$ cat config.mk
export PLATFORM = sky130hd
export DESIGN_NAME = lsdp_ram
export DESIGN_NICKNAME = d
export VERILOG_FILES = /design/src/rtl/lru_stack_distance_profiler_defines.svh /design/src/rtl/lsdp_ram.sv
export SDC_FILE = /design/constraint.sdc
export NUM_CORES = 1
export LEC_CHECK = 0
export BUFFER_PORTS_ARGS = -buffer_cell sky130_fd_sc_hd__buf_2
export CORE_MARGIN = 5
export CORE_UTILIZATION = 65
export DETAILED_ROUTE_END_ITERATION = 7
export PLACE_DENSITY = 0.84
export RECOVER_POWER = 25
export SYNTH_ARGS = -nofsm -noshare
export SYNTH_HDL_FRONTEND = slang
export SYNTH_SLANG_ARGS = --single-unit
$ cat constraint.sdc
create_clock -name clk_i -period 4.3 [get_ports clk_i]
set_clock_uncertainty 0.15 [all_clocks]
set_input_delay 0.86 -clock clk_i [delete_from_list [all_inputs] [get_ports clk_i]]
set_output_delay 0.86 -clock clk_i [all_outputs]
set_load 0.02 [all_outputs]
$ cat src/rtl/lru_stack_distance_profiler_defines.svh
// Assertion macros shared by the profiler RTL.
`ifndef LRU_STACK_DISTANCE_PROFILER_DEFINES_SVH
`define LRU_STACK_DISTANCE_PROFILER_DEFINES_SVH

// The consequent must hold in the same cycle as the antecedent.
`define LSDP_ASSERT_IMP(name, clk, rst_n, ante, cons, msg) \
  name: assert property (@(posedge clk) disable iff (!(rst_n)) (ante) |-> (cons)) \
    else $error(msg);

// The consequent must hold in the cycle after the antecedent.
`define LSDP_ASSERT_NEXT(name, clk, rst_n, ante, cons, msg) \
  name: assert property (@(posedge clk) disable iff (!(rst_n)) (ante) |=> (cons)) \
    else $error(msg);

`endif

$ cat src/rtl/lsdp_ram.sv
module lsdp_ram #(
  parameter int WIDTH = 8,
  parameter int DEPTH = 16
) (
  input  logic                                       clk_i,
  input  logic                                       we_i,
  input  logic [((DEPTH > 1) ? $clog2(DEPTH) : 1)-1:0] waddr_i,
  input  logic [WIDTH-1:0]                           wdata_i,
  input  logic [((DEPTH > 1) ? $clog2(DEPTH) : 1)-1:0] raddr_i,
  output logic [WIDTH-1:0]                           rdata_o
);
  logic [WIDTH-1:0] mem [DEPTH];

  always_ff @(posedge clk_i) begin
    if (we_i) begin
      mem[waddr_i] <= wdata_i;
    end
    rdata_o <= mem[raddr_i];
  end
endmodule
After elaboration in Yosys (flattened, before gate mapping):

Memory sizes are Yosys's and may differ from the RTL's. A register that Yosys moved wholly into a read port is not among the register bits.
Cells that the tools add are included.

* ROM bits: 0
* bits in writable memories: 128
* latch bits: 0
* register bits: 0
* bits of input ports: 18
* logic and storage cells: 3
* memories kept: 1

Memory list
* mem: depth 16, bits a word 8, read ports 1, clocked after memory_dff 1, wr ports 1, RTL line lsdp_ram.sv:12 `logic [WIDTH-1:0] mem [DEPTH];`

* reduce and logical (&&, ||, !) cells: 0
* magnitude comparators: 0
* shift-type cells: 0
* multiply operators: 0
* muxes and demuxes: 2
* eq/ne operators: 0
* $add $sub $neg: 0
* divide/modulo/power cells: 0
* bitwise gates (word level): 0

Operators by type and width (count)
* $mux W1: 2

Depth between registers and ports, before layout:

* depth after elaboration: 2
* depth in mapped cells: 5

Worst setup path after synthesis:

OpenSTA, ideal clock, no wires.

* path kind: input to register
* start: input waddr_i[2] (netlist bit)
* end: memory mem[0][0] (enable)
* slack: 1.797 ns
* buffers on the path: 0
* arrival time: 1.970 ns
* required time: 3.767 ns
* cell stages on the path: 2
* path through: or3b_2 nor3_1

RTL lines
* start, declared: RTL line lsdp_ram.sv:7 `input logic [((DEPTH > 1) ? $clog2(DEPTH) : 1)-1:0] waddr_i,`
* end, declared: RTL line lsdp_ram.sv:12

Straight into the memory's write port.

==> run summary <==
Seq cells post-synth: 136
Die Wd: 98.99 um
Net Sw Power: 0.6323 mW
DRT Pass-1 Iters: 5
Synth Cell Area: 5147 um^2
CTS tree: done
Tcrit/Tclk final: 56.23%
Power share of the sequential group: 47.5%
Switching Share: 20.13%
Fin worst setup slack: 1.882 ns
GP Congestion: 0.7576
Worst Path Max Fanout: 29
Fmax: 0.4136 GHz
CTS sink count: 136
RSZ-0062 raised after global routing: false
First-pass GRT wire length: 15.44 mm
Comb pwr share: 4.5%
Final core occ: 77.20%
Type of the tightest min-delay check: flip-flop to flip-flop
Post-Route WL: 9.969 mm
Final Hold Fails: 0
Worst VDD drop: 0.3200 mV
CTS root buffer: clkbuf_8
Most frequent cells in the layout: 128 x edfxtp_1, 20 x buf_2, 18 x mux4_2, 16 x a22oi_1, 16 x clkbuf_16
Final slew viol count: 0
Initial Util: 66.61%
Core box area: 7727 um^2
Crit path required time: 4.55 ns
Max-Cap Viols: 0
Largest net degree at the start of global routing: 33
Netlist cell types: 19
Clk pwr share: 48.1%
Crit Path Category: primary input to flip-flop
Cell internal pwr: 2.509 mW
Top-Level Pins: 26
Startpoint Class: primary input
Layout filler cell count: 384
Rel. slew slack: 35.28%
Yosys warnings: 0
Post-CTS Setup Inserts: 0
Pre-CTS WS: 1.393 ns
Initial antenna violation count: 0
Post-Syn Nets: 247
Nets@finish: 286
GRT Overall Usage: 22.54%
Setup TNS Final: 0 ns
Post-Synthesis Cells: 229
Number of buffers added on ports: 25
Overflow after GRT: 0
Leakage power figure: 1.993 nW
CTS max path bufs: 2
P&R area growth vs syn: 15.90%
CTS resizes: 0
Actual slew at the worst max-slew pin: 0.9673 ns
Vias: 2462
Die Area: 9799 um^2
Power per cell area: 526.6 nW/um^2
Vias in the first global route: 2528
Initial DRC Count: 269
Clock Latency Late Sink: 0.53 ns
Commonest non-fill, non-tap cell in the layout: edfxtp_1
Drt wl/cell: 26.03 um
Via density: 6.428
DP HPWL: 5.840 mm
DIE HEIGHT: 98.99 um
Crit path DAT: 2.66 ns
Shortest period the worst path allows: 2.418 ns
ANT nets after route: 0
Htree depth: 4
Final setup violation count: 0
CP endpoint kind: flip-flop
Total CTS buffers: 17
DRC viols: 0
FP Rows: 32
Status: finished, final reports clean
Post-synthesis sequential area ratio: 77.78%
Post-CTS Hold Buffers: 0
Syn avg cell area: 22.48 um^2
# diodes: 0
Clock-pin slew on the worst setup and hold paths: 0.06 ns
Layout cell share with drive strength beyond 1: 26.33%
metal layers:
| metal | vias to the layer above | routed length (um) | global-route usage [%] |
|---|---|---|---|
| li1 | 1048 | - | - |
| met1 | 1265 | 4238 | 32.53 |
| met2 | 134 | 4852 | 33.52 |
| met3 | 15 | 731 | 6.936 |
| met4 | 0 | 147 | 7.563 |
| met5 | - | 0 | 0 |
critical path: stages:
cell and delay (ns):
buf_2 0.69, mux4_1 0.70, a22oi_1 0.27, nand2_1 0.13
cell usage after synthesis:
| cell type | number | area, um^2 |
|---|---|---|
| dfxtp_1 | 8 | 160.2 |
| mux4_1 | 14 | 367.9 |
| and2b_1 | 1 | 7.510 |
| clkdlybuf4s25_2 | 3 | 30.03 |
| nand3b_1 | 2 | 15.01 |
| buf_4 | 1 | 7.510 |
| nor2_1 | 13 | 48.80 |
| nor3_1 | 4 | 20.02 |
| or3b_2 | 1 | 8.760 |
| and2_1 | 1 | 6.260 |
| nand3_1 | 1 | 5.000 |
| buf_2 | 3 | 15.01 |
| nand2b_1 | 2 | 12.51 |
| a22oi_1 | 16 | 120.1 |
| nand2_1 | 9 | 33.78 |
| mux4_2 | 18 | 405.4 |
| edfxtp_1 | 128 | 3844 |
| buf_6 | 3 | 33.78 |
| nor2b_1 | 1 | 6.260 |
power groups by stage:
stage / Clock, mW / Combinational [mW] / Sequential [mW]
3_3_place_gp: 0 / 0.135 / 1.52
4_1_cts: 1.52 / 0.141 / 1.49
3_5_place_dp: 0 / 0.139 / 1.52
6_report: 1.51 / 0.140 / 1.49
5_1_grt: 1.59 / 0.150 / 1.49
2_1_floorplan: 0 / 0.0752 / 1.53
through the flow:
stage | total power [mW] | hold WS (ns) | instances | area, um^2
floorplan | 1.602 | 0.4793 | 229 | 5147
global placement | 1.651 | 0.4942 | 351 | 5351
detailed placement | 1.658 | 0.5141 | 351 | 5351
CTS | 3.154 | 0.5270 | 383 | 5972
global route | 3.238 | 0.5604 | 383 | 5966
finish | 3.142 | 0.5279 | 383 | 5966
final cells by class:
class | instances | area (um^2) | area share, %
Clock buffer | 21 | 449.2 | 7.529
Clock inverter | 11 | 171.4 | 2.873
Multi-Input combinational cell | 83 | 1057 | 17.72
Sequential cell | 136 | 4004 | 67.11
Tap cell | 102 | 127.6 | 2.139
Timing Repair Buffer | 30 | 156.4 | 2.622
worst paths after layout:
path / startpoint / end / slack, ns / cells past startpoint
worst min register to register: mem[12][5] / rdata_o[5] / 0.53 / 3
worst max register to register: mem[10][3] / rdata_o[3] / 2.68 / 3
worst min-delay path: mem[12][5] / rdata_o[5] / 0.53 / 3
worst max-delay path: raddr_i[0] / rdata_o[3] / 1.88 / 4
cells by family (layout without fill, tap and decap cells):
kind of cell,after synthesis,count (layout),synth area share [%]
DFF,136,136,77.78
AOI/OAI and AO/OA,16,16,2.334
muxes,32,32,15.02
buffers and inverters,10,62,1.677
and+or+nand+nor,35,35,3.184
state kept, by name, indices dropped and copies added (netlist names):
| name | cells |
|---|---|
| mem | 128 |
| rdata_o | 8 |
Note: power is estimated with default switching activity, not from simulation.
